## config.mk

```make
export PLATFORM = sky130hd
export DESIGN_NAME = mbmf_ram
export DESIGN_NICKNAME = d
export VERILOG_FILES = /design/src/design/mbmf_ram.sv
export SDC_FILE = /design/constraint.sdc
export NUM_CORES = 2
export LEC_CHECK = 0
export ABC_AREA = 1
export BUFFER_PORTS_ARGS = -buffer_cell sky130_fd_sc_hd__buf_4
export CAP_MARGIN = 20
export CELL_PAD_IN_SITES_DETAIL_PLACEMENT = 1
export CELL_PAD_IN_SITES_GLOBAL_PLACEMENT = 2
export CORE_ASPECT_RATIO = 1.4
export CORE_MARGIN = 3
export CORE_UTILIZATION = 44
export CTS_BUF_LIST = sky130_fd_sc_hd__clkbuf_8 sky130_fd_sc_hd__clkbuf_16
export DETAILED_ROUTE_END_ITERATION = 12
export PLACE_DENSITY_LB_ADDON = 0.1
export SKIP_LAST_GASP = 1
export SLEW_MARGIN = 25
export SYNTH_ARGS = -nofsm -noshare
export SYNTH_HDL_FRONTEND = slang
export SYNTH_SLANG_ARGS = --single-unit
```

## constraint.sdc

```tcl
create_clock -name aclk -period 1.8 [get_ports aclk]
set_input_delay 0.09 -clock aclk [delete_from_list [all_inputs] [get_ports aclk]]
set_output_delay 0.09 -clock aclk [all_outputs]
set_load 0.01 [all_outputs]
```

## src/design/mbmf_ram.sv

```systemverilog
`timescale 1ns / 1ps
// ----------------------------------------------------------------------------
// Generic RAM
// One write port and one read port with registered read data.
// ----------------------------------------------------------------------------
module mbmf_ram #(
    parameter int WIDTH = 8,
    parameter int DEPTH = 256
) (
    input  logic                     aclk,
    input  logic                     we,
    input  logic [$clog2(DEPTH)-1:0] waddr,
    input  logic [WIDTH-1:0]         wdata,
    input  logic [$clog2(DEPTH)-1:0] raddr,
    output logic [WIDTH-1:0]         rdata
);

    logic [WIDTH-1:0] mem [DEPTH];
    logic [WIDTH-1:0] rdata_reg;

    // Write port
    always_ff @(posedge aclk) begin
        if (we) begin
            mem[waddr] <= wdata;
        end
    end

    // Registered read port
    always_ff @(posedge aclk) begin
        rdata_reg <= mem[raddr];
    end

    assign rdata = rdata_reg;

endmodule

```

# Yosys cells after proc, flatten, opt, wreduce, memory -nomap -nowiden
# Memory sizes are Yosys's and may differ from the RTL's. A register that Yosys moved wholly into a read port is not among the register bits.
# Index checks and enable logic that the tools add are counted.
# totals
mem_bits_rw,2048
input_bits,26
memories,1
out_inout_bits,8
register_bits,0
# op_classes
n_mux,2
# memory_table
name,depth,word_bits,rd,rd_ports_with_merged_regs,write_ports,line_no,rtl
mem,256,8,1,1,1,18,logic [WIDTH-1:0] mem [DEPTH];
# op_table
cell,count
two-way mux 1 bit,2

# Longest topological paths before layout
# depth
word_depth,2
ltp_mapped,15
mapped_depth_nobuf,11

# Worst setup path before layout
# Ideal clock, no wire load.
# synth_timing
path_type,input to register
from,in we
to,"mem mem[162][0], enable pin"
arrival_time_ns,1.211
slack_ns,0.219
stages,4
path_buffers,2
setup_ns,0.370
cell_sequence,clkbuf_1 > nand3_1 > clkbuf_1 > nor2_1
# synth_between
elab_chain_cells,2
# synth_rtl
item,line_no,rtl
from (decl),11,"input logic we,"
two-way mux 1 bit,23,if (we) begin
two-way mux 1 bit (not written as such),24,mem[waddr] <= wdata;
to (decl),18,
# Every way passes these cells.

==> metrics.cfg <==
[critical_path]
crit_start=mem[30][6]
critPathArrivalTime_ns=2.48
required_ns=2.53
critPathCaptureType=register
cp_max_fo=1
crit_path_end=rdata[6]
rr_startpoint=mem[30][6]
r2r_end=rdata[6]
r2r.worst_path.cells=11
setup.worst_path.start_class=register
reg2reg_setup_slack_ns=0.05
crit_type=reg2reg

[synthesis]
yosys_register_bits=2056
ys_seq_area_share_pct=73.94
synth_cell_types=14
synth_top_area_share_pct=73.74
syn_inst=7003
syn-cell-area_sq_um=83400
synth_top_area_cell=edfxtp_1
yosys_warnings=0
synth_fp_nets=7029
yosys-top-cells-area=edfxtp_1, nand3_1, nand2_1
avgSynthCellArea_sq_um=11.91

[die]
start_util_pct=44.37
row_count=188
die_h_um=521.1
die_area_sq_um=194900
core_area_sq_um=187900
ios=34
die_w_um=373.9

[cells_and_area]
final_common_cell=nand2_1
multiInputGateArea_sq_um=19420
largest_reg_flops=2048
regArea_sq_um=61660
drive_above_1_share_pct=15.20
nets=7592
layout_common_cells=nand2_1, edfxtp_1, nand3_1, buf_4, nor2_1
areaGrowthSynthToFinish_pct=18.61
fillCellCount=19340

[timing]
rsz0062_at_grt=yes
relSlewSlack_pct=58.06
timing.final.crit_period_ns=1.753
setup_violations=0
finalHoldViolCount=0
max_freq_mhz=570.5
slew_violations=0
tns_ns=0
worst_pin_slew_ns=0.6284
timing.final.ws_setup_ns=0.04705
period_share_pct=97.39
fin_skew_ns=0.02377

[worst_hold_path]
hold_class=in2reg
min_from=raddr[5]

[global_routing]
antenna_found_initial=13
grt_first_pass_wirelength_mm=404.4
grt_max_degree=85
grt-ovfl-total=0
track_usage_pct=28.05
grt_pass1_vias=60290

[pwr]
internal_power_mw=77.64
power.share.clock_pct=40.3
p_seq_share_pct=52.3
power.density_nw_per_um2=1021
peakVddDrop_v=0.0009904
total_power_mw=101.0
p_leak_nw=35.88
p_comb_share_pct=7.4
switchingPower_mw=23.33
switching_share_pct=23.11

[placement]
gp_congestion=0.8565
post-place-ws_ns=-0.7351
dp_hpwl_mm=179.7
port_buffers=33

[drt]
vias=57560
avgViaCountPerCell=5.643
drc_errors=0
drt_first_pass_iters=5
routed_wl_mm=273.5
drt_iter0_drc=4768
routedWlPerCell_um=26.81
ant_nets=0

[clock_tree]
cts_tree=yes
cts-root-buf=clkbuf_16
cts_max_level=4
clock_sinks=2056
cts_made_buffers=199
clock_latency_ns=0.84
clk_path_buf_depth=3
cts_setup_buffers=0
clk_pin_slew_worst_paths_ns=0.06

[status]
status=completed

[job]
drv_cap=0

-- synthesized netlist by cell type --
| cell | instances |
|---|---|
| inv_4 | 1 |
| nand2_1 | 2123 |
| buf_4 | 46 |
| buf_6 | 16 |
| nor2_1 | 283 |
| inv_1 | 36 |
| inv_2 | 2 |
| nand3_1 | 2019 |
| dfxtp_1 | 8 |
| buf_1 | 40 |
| buf_2 | 268 |
| clkbuf_1 | 112 |
| edfxtp_1 | 2048 |
| buf_8 | 1 |
-- worst min path at each step --
stage                           end  cells after the start
after floorplan           mem[0][0]                      0
after global placement     rdata[7]                      3
after detailed placement   rdata[6]                      3
after CTS                  rdata[2]                      7
after global routing       rdata[2]                      7
final                      rdata[2]                      7
-- worst max-delay path, cell delays in order (launching register included) --
cell and delay [ns]:
edfxtp_1 0.38, nand2_1 0.09, nand3_1 0.08, nand3_1 0.13, nand3_2 0.16, nand3_1 0.16
nand3_2 0.12, nand3_1 0.11, buf_4 0.13, nand2_2 0.10, nand2_2 0.12, nand2_1 0.06
-- layout make-up --
type	instances	share of cell area [%]
timing repair buffer	845	8.404
clock inverter	154	1.065
multi-input combinational	4425	19.63
clock buffer	209	5.253
sequential	2056	62.33
antenna	3	0.007589
inverter	39	0.1821
tap	2470	3.124
-- kinds of logic after synthesis --
logic type / after synthesis / share of synthesized area, %
AND/OR/NAND/NOR: 4425 / 22.95
flip-flops: 2056 / 73.94
buffers and inverters: 522 / 3.119
-- routing by layer --
metal / vias up / share of wire (%) / wire, um / track usage [%]
met2: 1375 / 51 / 140500 / 49.89
met5: - / 0.0080 / 22 / 0
met1: 29780 / 40 / 110500 / 35.64
met3: 399 / 4.5 / 12240 / 3.033
li1: 26000 / - / - / -
met4: 4 / 3.7 / 10150 / 9.809
-- power by group through the flow --
stage | Clock, mW | Combinational (mW) | Sequential, mW
finish | 40.6 | 7.50 | 52.8
global route | 43.3 | 8.11 | 52.8
CTS | 41.5 | 7.55 | 52.8
detailed placement | 0 | 7.47 | 53.9
global placement | 0 | 7.34 | 53.8
floorplan | 0 | 3.26 | 53.8
-- timing repair --
item	in CTS	in global routing
hold buffers	11	0
gates resized for setup	13	43
endpoints found under the hold margin	2060	0
endpoints found under the setup margin	9	8
pin swaps	0	4
-- stage by stage --
| stage | hold slack (ns) | instances | area (sq um) | utilization, % |
|---|---|---|---|---|
| floorplan | 0.1889 | 7003 | 83400 | - |
| global placement | 0.4781 | 9824 | 92290 | 49.10 |
| detailed placement | 0.4707 | 9824 | 92290 | 49.10 |
| CTS | 0.005806 | 10200 | 98710 | 52.52 |
| global route | 0.07348 | 10200 | 98910 | 52.63 |
| finish | 0.1006 | 10200 | 98920 | 52.63 |
(Power assumes the default switching activity.)
