===== src/design/mbmf_pkg.sv =====
`timescale 1ns / 1ps
// ----------------------------------------------------------------------------
// Masked box mean filter package
// Shared constants, register indexes and reset values of the filter block.
// ----------------------------------------------------------------------------
package mbmf_pkg;

    // Default frame and window limits
    localparam int DEF_MAX_WIDTH  = 2048;
    localparam int DEF_MAX_HEIGHT = 2048;
    localparam int DEF_MAX_RADIUS = 7;

    // Fixed field widths
    localparam int PIX_W        = 8;
    localparam int OUT_POS_W    = 11;
    localparam int DIM_W        = 12;
    localparam int RADIUS_W     = 3;
    localparam int MIN_COUNT_W  = 8;
    localparam int MASK_LIMIT_W = 9;
    localparam int CFG_IDX_W    = 3;
    localparam int CFG_DATA_W   = 12;

    // Depth of the job queue between front and back
    localparam int QUEUE_DEPTH = 2;

    // Register indexes
    localparam logic [CFG_IDX_W-1:0] REG_IMAGE_WIDTH   = 3'd0;
    localparam logic [CFG_IDX_W-1:0] REG_IMAGE_HEIGHT  = 3'd1;
    localparam logic [CFG_IDX_W-1:0] REG_WINDOW_RADIUS = 3'd2;
    localparam logic [CFG_IDX_W-1:0] REG_MIN_COUNT     = 3'd3;
    localparam logic [CFG_IDX_W-1:0] REG_MASK_LIMIT    = 3'd4;

    // Reset values
    localparam logic [DIM_W-1:0]        RST_IMAGE_WIDTH   = 12'd640;
    localparam logic [DIM_W-1:0]        RST_IMAGE_HEIGHT  = 12'd480;
    localparam logic [RADIUS_W-1:0]     RST_WINDOW_RADIUS = 3'd1;
    localparam logic [MIN_COUNT_W-1:0]  RST_MIN_COUNT     = 8'd0;
    localparam logic [MASK_LIMIT_W-1:0] RST_MASK_LIMIT    = 9'd253;

    // Item kinds
    localparam logic MODE_PIXEL = 1'b0;
    localparam logic MODE_FLUSH = 1'b1;

    // Output value when too few pixels are valid
    localparam logic [PIX_W-1:0] PIX_SATURATED = 8'd255;

endpackage


===== src/design/mbmf_queue.sv =====
`timescale 1ns / 1ps
// ----------------------------------------------------------------------------
// Job queue
// Short first-in first-out queue of window jobs between front and back.
// ----------------------------------------------------------------------------
module mbmf_queue import mbmf_pkg::*; #(
    parameter type job_t = logic
) (
    input  logic aclk,
    input  logic aresetn,
    input  logic push,
    input  job_t push_job,
    input  logic pop,
    output job_t head_job,
    output logic full,
    output logic empty
);

    localparam int PTR_W = (QUEUE_DEPTH > 1) ? $clog2(QUEUE_DEPTH) : 1;
    localparam int CNT_W = $clog2(QUEUE_DEPTH + 1);

    job_t             entry_reg [QUEUE_DEPTH];
    logic [PTR_W-1:0] wr_ptr_reg, wr_ptr_next;
    logic [PTR_W-1:0] rd_ptr_reg, rd_ptr_next;
    logic [CNT_W-1:0] count_reg, count_next;

    // Pointer and fill level update
    always_comb begin
        wr_ptr_next = wr_ptr_reg;
        rd_ptr_next = rd_ptr_reg;
        count_next  = count_reg;
        if (push) begin
            wr_ptr_next = (32'(wr_ptr_reg) == QUEUE_DEPTH - 1) ? '0 : wr_ptr_reg + 1'b1;
        end
        if (pop) begin
            rd_ptr_next = (32'(rd_ptr_reg) == QUEUE_DEPTH - 1) ? '0 : rd_ptr_reg + 1'b1;
        end
        if (push && !pop) begin
            count_next = count_reg + 1'b1;
        end else if (pop && !push) begin
            count_next = count_reg - 1'b1;
        end
    end

    always_ff @(posedge aclk) begin
        if (!aresetn) begin
            wr_ptr_reg <= '0;
            rd_ptr_reg <= '0;
            count_reg  <= '0;
        end else begin
            wr_ptr_reg <= wr_ptr_next;
            rd_ptr_reg <= rd_ptr_next;
            count_reg  <= count_next;
        end
    end

    // Entry storage
    always_ff @(posedge aclk) begin
        if (push) begin
            entry_reg[wr_ptr_reg] <= push_job;
        end
    end

    assign head_job = entry_reg[rd_ptr_reg];
    assign full     = (32'(count_reg) == QUEUE_DEPTH);
    assign empty    = (count_reg == '0);

endmodule


===== config.mk =====
export PLATFORM = sky130hd
export DESIGN_NAME = mbmf_queue
export DESIGN_NICKNAME = d
export VERILOG_FILES = /design/src/design/mbmf_pkg.sv /design/src/design/mbmf_queue.sv
export SDC_FILE = /design/constraint.sdc
export NUM_CORES = 1
export LEC_CHECK = 0
export ABC_CLOCK_PERIOD_IN_PS = 1200
export BUFFER_PORTS_ARGS = -buffer_cell sky130_fd_sc_hd__buf_4
export CAP_MARGIN = 30
export CORE_AREA = 4 4 41 43
export CTS_BUF_LIST = sky130_fd_sc_hd__clkbuf_8
export CTS_CLUSTER_SIZE = 12
export DETAILED_ROUTE_END_ITERATION = 10
export DIE_AREA = 0 0 45 47
export SLEW_MARGIN = 25
export SYNTH_ARGS = -nofsm -noshare
export SYNTH_HDL_FRONTEND = slang
export SYNTH_SLANG_ARGS = --single-unit

===== constraint.sdc =====
create_clock -name aclk -period 1.2 [get_ports aclk]
set_input_delay 0.24 -clock aclk [delete_from_list [all_inputs] [get_ports aclk]]
set_output_delay 0.24 -clock aclk [all_outputs]
set_load 0.01 [all_outputs]

# == Word level (Yosys, flattened, before mapping) ==
# Memories as Yosys holds them, arrays and structs flattened. A register that Yosys moved wholly into a read port is not among the register bits.
# Index checks and enable logic that the tools add are counted.
# word_totals
reg_bits,4
ram_bits,2
inputBits,5
wordCells,23
memories,1
# mem_list
memory,depth,word_bits,read_ports,rd_clocked_by_memory_dff,write_ports,line,source
entry_reg,2,1,1,1,1,mbmf_queue.sv:22,job_t entry_reg [QUEUE_DEPTH];
# classes
n_addsub,4
n_eq_ne,1
muxes,8
reduce_logical,6
# ops
operator,count
2-to-1 mux 1 bit,6
2-to-1 mux 2 bit,2
adder 1 bit (second input constant),2
adder 2 x 1 -> 2 bit (second input constant),1
equality test 2 bit (second input constant),1
logical AND 1 bit,2
zero test 1 bit,2
zero test 2 bit,1
nonzero test 2 bit,1
subtractor 2 x 1 -> 2 bit (second input constant),1

# == Longest topological paths before layout ==
# Gate-level depths: netlist (run 1).
# depth
ltp_word,4
ltp_mapped,5
ltp_nobuf,5

# == Worst setup path before layout (run 1) ==
# No wires, ideal clock.
# synth_timing
path_kind,input -> register
startpoint,in pop
endpoint,reg count_reg[1]
setup_time_ps,70
arrival_ps,1015
required_time_ps,1130
slack_ps,115
cell_stages,4
cell_sequence,inv_1 ha_1 or3_1 a21boi_1
# synth_via
elab_chain_len,3
word_cells_on_any_way,5
cone_classes,mux: 1; reduce/logical: 4
# synth_lines
item,line,source
start: declaration,mbmf_queue.sv:13,"input logic pop,"
zero test 1 bit,mbmf_queue.sv:38,if (push && !pop) begin
logical AND 1 bit,mbmf_queue.sv:38,
2-to-1 mux 2 bit or nonzero test 2 bit (tied branches),-,
end signal: assignment,mbmf_queue.sv:53,count_reg <= count_next;
end: declaration,mbmf_queue.sv:25,"logic [CNT_W-1:0] count_reg, count_next;"
# Several ways; a longest one is shown, not always the timed one.
# A chain may end at the register's enable or synchronous reset.

==> run summary, run 1 <==
status: finished, violations left
failing checks: setup timing
RSZ-0062 raised after global routing: yes
Critical Path RT: 960 ps
Final Skew: 0.668 ps
Num CTS Buffers: 3
Syn Nets: 31
Peak VDD IR: 0.723 mV
Hold WC Path Type: in -> reg
crit-path max FO: 1
Slowest-stage cell, CP: edfxtp_1
final setup violation count: 1
sequential fraction of the synthesis area: 55.2%
Post-Route WL: 478 um
Antenna Cells: 0
Distinct cells, synth: 15
Tot Pwr: 0.000714 W
initial antenna violation count: 0
share of cells above drive strength 1: 42.1%
Die Footprint: 0.00212 mm2
crit path from: entry_reg[0]
Die Y: 47 um
GRT Overall Usage: 5.86%
post-DP HPWL: 385 um
crit-path cells: mux2_4 -> buf_6
metal1 wirelength: 237 um
reg-to-reg startpoint: count_reg[0]
cell depth of the worst setup path: 2
static leakage: 0.198 nW
Syn Area/Cell: 11.6 um2
# clock sinks: 7
DRT iter0 DRCs: 1
relative slew slack: 88.7%
Port Buffer Count: 7
H-Tree Level Count: 1
Mapped Area: 290 um2
register bit total from synthesis: 7
CP bufs+invs: 1
Setup WS post-layout: -8.28 ps
Slew Viols, Final: 0
Hold Buf Count CTS: 0
gate count after technology mapping: 25
Worst-Skew Late Latency: 220 ps
Pre-antenna DRT Iters: 2
met2 wire length: 178 um
setup slack at placement: -24.9 ps
# DRC: 0
Setup crit end: head_job
r2r worst-path depth: 3
Hold Violations, Final: 0
Max stage delay on crit path: 350 ps
fin crit share: 101%
PwrDens: 1640 mW/mm2
crit path DAT: 970 ps
Crit. End Element: primary output
GP Congestion: 0.625
Final nets: 45
CTS tree: yes
first-pass GRT wire length: 821 um
Post-DP Area: 377 um2
Finished Cell Area: 434 um2
r2r setup slk: 190 ps
setup bufs post-CTS: 0
Resized cells post-CTS: 4
IO Pins: 8
Final ANT Viol Nets: 0
core area: 0.00130 mm2
fmax: 0.828 GHz
number of placement rows: 13
die width: 45 um
Max Cap Viol: 0
Initial Utilization: 22.3%
Longest Clk Path Bufs: 2
CTS Root Cell: clkbuf_8
Sequential Area: 165 um2
vias in the first global route: 205
Slew @ Worst Pin: 169 ps
largest net degree at the start of global routing: 6
min cycle time layout: 1210 ps
fill count: 142
CP Class: reg -> out
max layer used: met4
r2r endpoint: count_reg[1]
total global routing overflow: 0
DR vias: 198
Vias/cell: 3.74
Multi-input gate area: 130 um2
Setup crit start kind: flip-flop
Layout area overhead: 49.6%
met3 routed WL: 57 um
CP delay by family, top: flip-flops
YS warnings: 0
routed len/inst: 9.02 um
Clock transition at path regs: 40 ps
[cell usage after synthesis (all sizes together)]
master / n / share of area [%]
and2: 4 / 8.6
o21a: 1 / 2.6
a21boi: 1 / 2.6
ha: 1 / 4.3
mux2: 1 / 3.9
dfxtp: 5 / 34
xor2: 2 / 6.0
edfxtp: 2 / 21
nor2: 1 / 1.3
or3: 1 / 2.2
inv: 1 / 1.3
nor2b: 2 / 4.3
and2b: 1 / 3.0
o21ai: 1 / 1.7
xnor2: 1 / 3.0
[layer usage]
metal / vias up / GRT usage (%)
met5: - / 0
met4: 0 / 5.26
met3: 2 / 3.83
met2: 8 / 6.78
met1: 79 / 7.09
li1: 109 / -
[power by group]
part	total (W)	switching, W	internal (W)
sequential	0.000287	0.0000162	0.000271
clock	0.000309	0.0000894	0.000220
combinational	0.000117	0.0000432	0.0000741
[per-stage QoR]
step           std cells  util (%)  TNS, ps  hold WS, ps
6_report              53      33.4    -8.28          210
3_3_place_gp          49      28.9        0          432
4_1_cts               53      33.2    -21.9          208
5_1_grt               53      33.4    -34.6          205
3_5_place_dp          49      28.9    -24.9          437
2_1_floorplan         25         -        0          339
[cell type report]
type | instances | share of cell area [%]
Clock buffer | 3 | 9.51
Sequential cell | 7 | 38.0
Timing Repair Buffer | 9 | 16.4
Clock inverter | 1 | 0.865
Tap cell | 15 | 4.32
Multi-Input combinational cell | 17 | 30.0
Inverter | 1 | 0.865
[kinds of logic (layout without fill, tap and decap cells)]
kind of cell	Yosys count	count (layout)	share of synthesized area, %
flops	7	7	55.2
simple gates	9	9	19.4
fa+ha+maj	1	1	4.31
compound gates	3	3	6.90
xor+xnor	3	3	9.05
buf+inv	1	14	1.29
mux	1	1	3.88
[worst min-delay path by stage]
stage | startpoint | to | cells after the start
after floorplan | push_job | entry_reg[0] | 0
final | push_job | entry_reg[1] | 1
after CTS | push_job | entry_reg[1] | 1
after global placement | push_job | entry_reg[1] | 1
after detailed placement | push_job | entry_reg[1] | 1
after global routing | push_job | entry_reg[1] | 1
[cell usage in the layout (no fill, tap or decap), drive strengths merged]
master,n
clkbuf,3
nor2b,2
edfxtp,2
mux2,1
or3,1
inv,2
xnor2,1
o21ai,1
dfxtp,5
and2b,1
and2,4
o21a,1
nor2,1
xor2,2
a21boi,1
buf,9
ha,1
(Power assumes the default switching activity.)
==> run 2: changes to the inputs <==
--- a/config.mk
+++ b/config.mk
@@ -5,7 +5,7 @@
 export SDC_FILE = /design/constraint.sdc
 export NUM_CORES = 1
 export LEC_CHECK = 0
-export ABC_CLOCK_PERIOD_IN_PS = 1200
+export ABC_CLOCK_PERIOD_IN_PS = 1100
 export BUFFER_PORTS_ARGS = -buffer_cell sky130_fd_sc_hd__buf_4
 export CAP_MARGIN = 30
 export CORE_AREA = 4 4 41 43
==> constraint.sdc (replaced) <==
create_clock -name aclk -period 1.1 [get_ports aclk]
set_input_delay 0.22 -clock aclk [delete_from_list [all_inputs] [get_ports aclk]]
set_output_delay 0.22 -clock aclk [all_outputs]
set_load 0.01 [all_outputs]
==> run 2 against run 1 <==
Compared with the run above: the flow still finishes with violations (setup timing); power grew 11%; utilization is 0.87 points higher; first-iteration DRC count rose by 100%; clock power is 12% higher; register-to-register slack got worse by 120 ps; hold slack got worse by 24 ps; largest cell class unchanged.
==> run summary, run 2 (synthesized netlist as in run 1, its figures left out) <==
switching power: 0.000172 W (+15%)
DR vias: 210 (+6.1%)
DRT iter0 DRCs: 2 (+1)
Initial Utilization: 22.3% (unchanged)
Crit. End Element: primary output
crit path DAT: 970 ps (about the same)
most frequent cells in the layout: buf_4, and2_1, clkbuf_8, dfxtp_1
Hold Violations, Final: 0 (unchanged)
Num CTS Buffers: 3 (unchanged)
Sw Share: 21.6% (+0.78 points)
Die Footprint: 0.00212 mm2 (unchanged)
Die Y: 47 um (unchanged)
Antenna Cells: 0 (unchanged)
hold_ws: 186 ps (-23.9 ps)
Hold WC Path Type: in -> reg
Final nets: 46 (+2.2%)
Resized cells post-CTS: 6 (+2)
# DRC: 0 (unchanged)
# clock sinks: 7 (unchanged)
final setup violation count: 2 (+1)
crit-path max FO: 1 (unchanged)
GRT Overall Usage: 5.95% (+0.089 points)
fill count: 137 (-3.5%)
Slew @ Worst Pin: 167 ps (-1.65 ps)
Reg power frac: 39.7% (-0.5 points)
initial antenna violation count: 0 (unchanged)
vias in the first global route: 221 (+7.8%)
H-Tree Level Count: 1 (unchanged)
Vias/cell: 3.89 (+4.1%)
IO Pins: 8 (unchanged)
PwrDens: 1780 mW/mm2 (+8.4%)
Pint: 0.000622 W (+10%)
die width: 45 um (unchanged)
first-pass GRT wire length: 814 um (-0.85%)
Peak VDD IR: 0.591 mV (-18%)
metal1 wirelength: 241 um (+1.7%)
total global routing overflow: 0 (unchanged)
Sequential Area: 165 um2 (unchanged)
Worst-Skew Late Latency: 220 ps (about the same)
largest net degree at the start of global routing: 6 (unchanged)
failing checks: setup timing
CTS Root Cell: clkbuf_8
Tot Pwr: 0.000794 W (+11%)
clock power share: 43.5% (+0.2 points)
Slew Viols, Final: 0 (unchanged)
share of cells above drive strength 1: 43.6% (+1.5 points)
RSZ-0062 raised after global routing: yes
Combinational Power Share: 16.9% (+0.5 points)
met3 routed WL: 46 um (-19%)
fin util: 34.2% (+0.87 points)
fmax: 0.843 GHz
static leakage: 0.203 nW (+2.9%)
Final ANT Viol Nets: 0 (unchanged)
max layer used: met3
Hold Buf Count CTS: 0 (unchanged)
setup bufs post-CTS: 0 (unchanged)
Setup WS post-layout: -85.9 ps (-77.6 ps)
Pre-antenna DRT Iters: 2 (unchanged)
Port Buffer Count: 7 (unchanged)
Clock transition at path regs: 40 ps (about the same)
relative slew slack: 88.8% (+0.11 points)
Setup crit start kind: flip-flop
GP Congestion: 0.664 (+6.3%)
CTS tree: yes
routed len/inst: 9.07 um (+0.61%)
Post-Route WL: 490 um (+2.5%)
Max Cap Viol: 0 (unchanged)
CP Class: reg -> out
number of placement rows: 13 (unchanged)
r2r worst-path depth: 3 (unchanged)
Layout area overhead: 53.4%
Final Skew: 0.503 ps (-0.165 ps)
met2 wire length: 202 um (+13%)
Critical Path RT: 880 ps (-80 ps)
most common cell after layout, fill and taps aside: buf_4
Longest Clk Path Bufs: 2 (unchanged)
status: finished, violations left
Multi-input gate area: 130 um2 (unchanged)
Hold Path Depth: 1 (unchanged)
core area: 0.00130 mm2 (unchanged)
fin crit share: 108%
min cycle time layout: 1190 ps
## run 2: cell count changes in the layout (fill, tap and decap cells not counted), sizes merged
cell  previous run  this run
buf              9        10
## run 2: final cells by class
| cell class | instances | area share (%) |
|---|---|---|
| Sequential cell | 7 | 37.1 |
| Multi-Input combinational cell | 17 | 29.2 |
| Timing Repair Buffer | 10 | 18.5 |
| Clock buffer | 3 | 9.27 |
| Tap cell | 15 | 4.21 |
| Clock inverter | 1 | 0.843 |
| Inverter | 1 | 0.843 |
## run 2: power by group through the flow
| stage | sequential, W | combinational, W | clock (W) |
|---|---|---|---|
| after floorplan | 0.000310 | 0.0000693 | 0 |
| after global placement | 0.000314 | 0.000124 | 0 |
| after detailed placement | 0.000315 | 0.000126 | 0 |
| after CTS | 0.000315 | 0.000136 | 0.000361 |
| after global routing | 0.000319 | 0.000149 | 0.000373 |
| final | 0.000315 | 0.000134 | 0.000345 |
## run 2: worst max-delay path, cell delays in order, from the launching register on
cell and delay (ps):
edfxtp_1 350, mux2_4 280, buf_6 120
## run 2: worst paths after layout
| path | start | end | slack (ps) |
|---|---|---|---|
| max | entry_reg[0] | head_job | -90 |
| min | push_job | entry_reg[0] | 190 |
| max reg2reg | count_reg[0] | count_reg[1] | 70 |
| min reg2reg | count_reg[1] | count_reg[1] | 500 |
## run 2: metal layers
metal / track usage [%] / up-vias
met5: 0 / -
met4: 5.26 / 0
met3: 2.30 / 0
met2: 8.19 / 8
li1: - / 109
met1: 7.13 / 93
## run 2: through the flow
step                      setup WS (ps)  cells  TNS, ps  cell area, um2
final                             -85.9     54     -124             445
after global routing               -109     54     -180             445
after CTS                         -96.0     54     -143             445
after detailed placement          -94.7     50     -131             384
after global placement             -102     50     -137             384
after floorplan                    35.1     25        0             290
==> run 3: changes to the inputs <==
==> constraint.sdc (replaced) <==
create_clock -name aclk -period 1.1 [get_ports aclk]
set_input_delay 0.055 -clock aclk [delete_from_list [all_inputs] [get_ports aclk]]
set_output_delay 0.055 -clock aclk [all_outputs]
set_load 0.01 [all_outputs]
==> run 3 against run 2 <==
Compared with the run above: the run now ends clean; sequential share of layout area increased by 1.6 points; via count decreased by 5.7%; routed wire length decreased by 6.1%; register-to-register slack about the same; combinational power decreased by 9.7%; clock skew increased by 0.71 ps; fmax increased by 12%; clock-buffer cell count unchanged; sequential power decreased by 2%; non-clock buffer count decreased by 2; critical endpoint unchanged; largest power group unchanged; highest routed layer unchanged.
==> run summary, run 3 (synthesized netlist as in run 1, its figures left out) <==
relative slew slack: 88.7% (-0.12 points)
DR vias: 198 (-5.7%)
CTS Root Cell: clkbuf_8
Num CTS Buffers: 3 (unchanged)
WHS Endpoint: entry_reg[1]
# clock sinks: 7 (unchanged)
H-Tree Level Count: 1 (unchanged)
RSZ-0062 raised after global routing: no
crit path DAT: 1000 ps (+30 ps)
Layout area overhead: 42.7%
Sw Share: 20.9% (-0.70 points)
Hold Buf Count CTS: 0 (unchanged)
number of placement rows: 13 (unchanged)
Clock transition at path regs: 40 ps (about the same)
most frequent cells in the layout: buf_4, dfxtp_1, and2_1
Reg power frac: 40.4% (+0.7 points)
Slew @ Worst Pin: 169 ps (+1.97 ps)
vias in the first global route: 199 (-10%)
die width: 45 um (unchanged)
Hold Violations, Final: 0 (unchanged)
GRT Overall Usage: 5.32% (-0.63 points)
Combinational Power Share: 15.7% (-1.2 points)
CTS tree: yes
M1 GR Usage: 6.45% (-0.67 points)
GP Congestion: 0.615 (-7.5%)
Resized cells post-CTS: 0 (-6)
initial antenna violation count: 0 (unchanged)
first-pass GRT wire length: 772 um (-5.2%)
Peak VDD IR: 0.886 mV (+50%)
min cycle time layout: 1060 ps (-130 ps)
r2r worst-path depth: 3 (unchanged)
clock power share: 43.9% (+0.4 points)
switching power: 0.000161 W (-6.4%)
routed len/inst: 8.85 um (-2.5%)
Port Buffer Count: 7 (unchanged)
Inst Count DP: 48 (-4.0%)
Initial Utilization: 22.3% (unchanged)
Longest Clk Path Bufs: 2 (unchanged)
status: completed
# DRC: 0 (unchanged)
Max stage delay on crit path: 330 ps (-20 ps)
hold_ws: 22.4 ps (-164 ps)
CP bufs+invs: 1 (unchanged)
Post-Route WL: 460 um (-6.1%)
fmax: 0.947 GHz (+12%)
reg-to-reg startpoint: count_reg[0]
total global routing overflow: 0 (unchanged)
setup bufs post-CTS: 0 (unchanged)
r2r setup slk: 60 ps (about the same)
core area: 0.00130 mm2 (unchanged)
CP delay by family, top: multiplexers
largest net degree at the start of global routing: 6 (unchanged)
Final ANT Viol Nets: 0 (unchanged)
IO Pins: 8 (unchanged)
Hold WC Path Type: in -> reg
busiest grt layer: met2
crit-path max FO: 1 (unchanged)
Final nets: 44 (-4.3%)
Critical Path RT: 1040 ps (+160 ps)
r2r endpoint: count_reg[1]
Die Y: 47 um (unchanged)
Worst-Skew Late Latency: 220 ps (about the same)
Slowest-stage cell, CP: mux2_2
final setup violation count: 0 (-2)
setup tns final: 0 ps (+124 ps)
Hold Path Depth: 1 (unchanged)
Post-Layout Cell Count: 52 (-3.7%)
met2 Use GR: 7.34% (-0.85 points)
HP Start: push_job
CP Class: reg -> out
Pint: 0.000607 W (-2.4%)
most common cell after layout, fill and taps aside: buf_4
static leakage: 0.187 nW (-8.0%)
Crit. End Element: primary output
DRT iter0 DRCs: 0 (-2)
crit-path cells: mux2_2 -> buf_4
met3 Track Usage GR: 2.68% (+0.38 points)
fin crit share: 96.0% (-12 points)
Slew Viols, Final: 0 (unchanged)
Vias/cell: 3.81 (-2.1%)
Die Footprint: 0.00212 mm2 (unchanged)
Antenna Cells: 0 (unchanged)
Final Skew: 1.22 ps (+0.714 ps)
Max Cap Viol: 0 (unchanged)
PwrDens: 1850 mW/mm2 (+4.0%)
fin util: 31.8% (-2.4 points)
share of cells above drive strength 1: 35.1% (-8.5 points)
Setup crit start kind: flip-flop
Pre-antenna DRT Iters: 1 (-1)
## run 3: cell count changes in the layout (fill, tap and decap cells not counted)
cell and change:
dfxtp_4 -1, mux2_4 -1, buf_6 -2, dfxtp_2 -1, mux2_2 +1, dfxtp_1 +2
## run 3: final cells by class
cell class	instances	area [um2]
Fill cell	147	887
Sequential cell	7	160
Multi-Input combinational cell	17	126
Timing Repair Buffer	8	60.1
Clock buffer	3	41.3
Tap cell	15	18.8
Clock inverter	1	3.75
Inverter	1	3.75
## run 3: how the worst max path moves through the flow
stage	startpoint	to	cells past startpoint
2_1_floorplan	count_reg[0]	count_reg[1]	3
3_3_place_gp	push	count_reg[1]	4
3_5_place_dp	push	count_reg[1]	5
4_1_cts	flip-flop	head_job	2
5_1_grt	flip-flop	head_job	2
6_report	flip-flop	head_job	2
## run 3: worst reg2reg max path: stages (launching register included)
cell and delay (ps):
dfxtp_1 340, xor2_1 170, or3_1 310, a21boi_1 140
## run 3: through the flow
stage	cell area, um2	total power (W)	setup slack (ps)
after floorplan	290	0.000379	133
after global placement	369	0.000435	78.3
after detailed placement	369	0.000436	70.2
after CTS	414	0.000783	31.9
after global routing	414	0.000815	11.9
final	414	0.000768	43.8
## run 3: layer usage
metal,wire (um),vias to the layer above
met5,0,-
met4,0,0
met3,53,0
met2,176,8
met1,230,83
li1,-,107
## run 3: power by group through the flow
stage | combinational, W | sequential, W | clock [W]
final | 0.000121 | 0.000310 | 0.000337
after global routing | 0.000132 | 0.000313 | 0.000369
after CTS | 0.000123 | 0.000311 | 0.000349
after detailed placement | 0.000122 | 0.000314 | 0
after global placement | 0.000121 | 0.000314 | 0
after floorplan | 0.0000693 | 0.000310 | 0
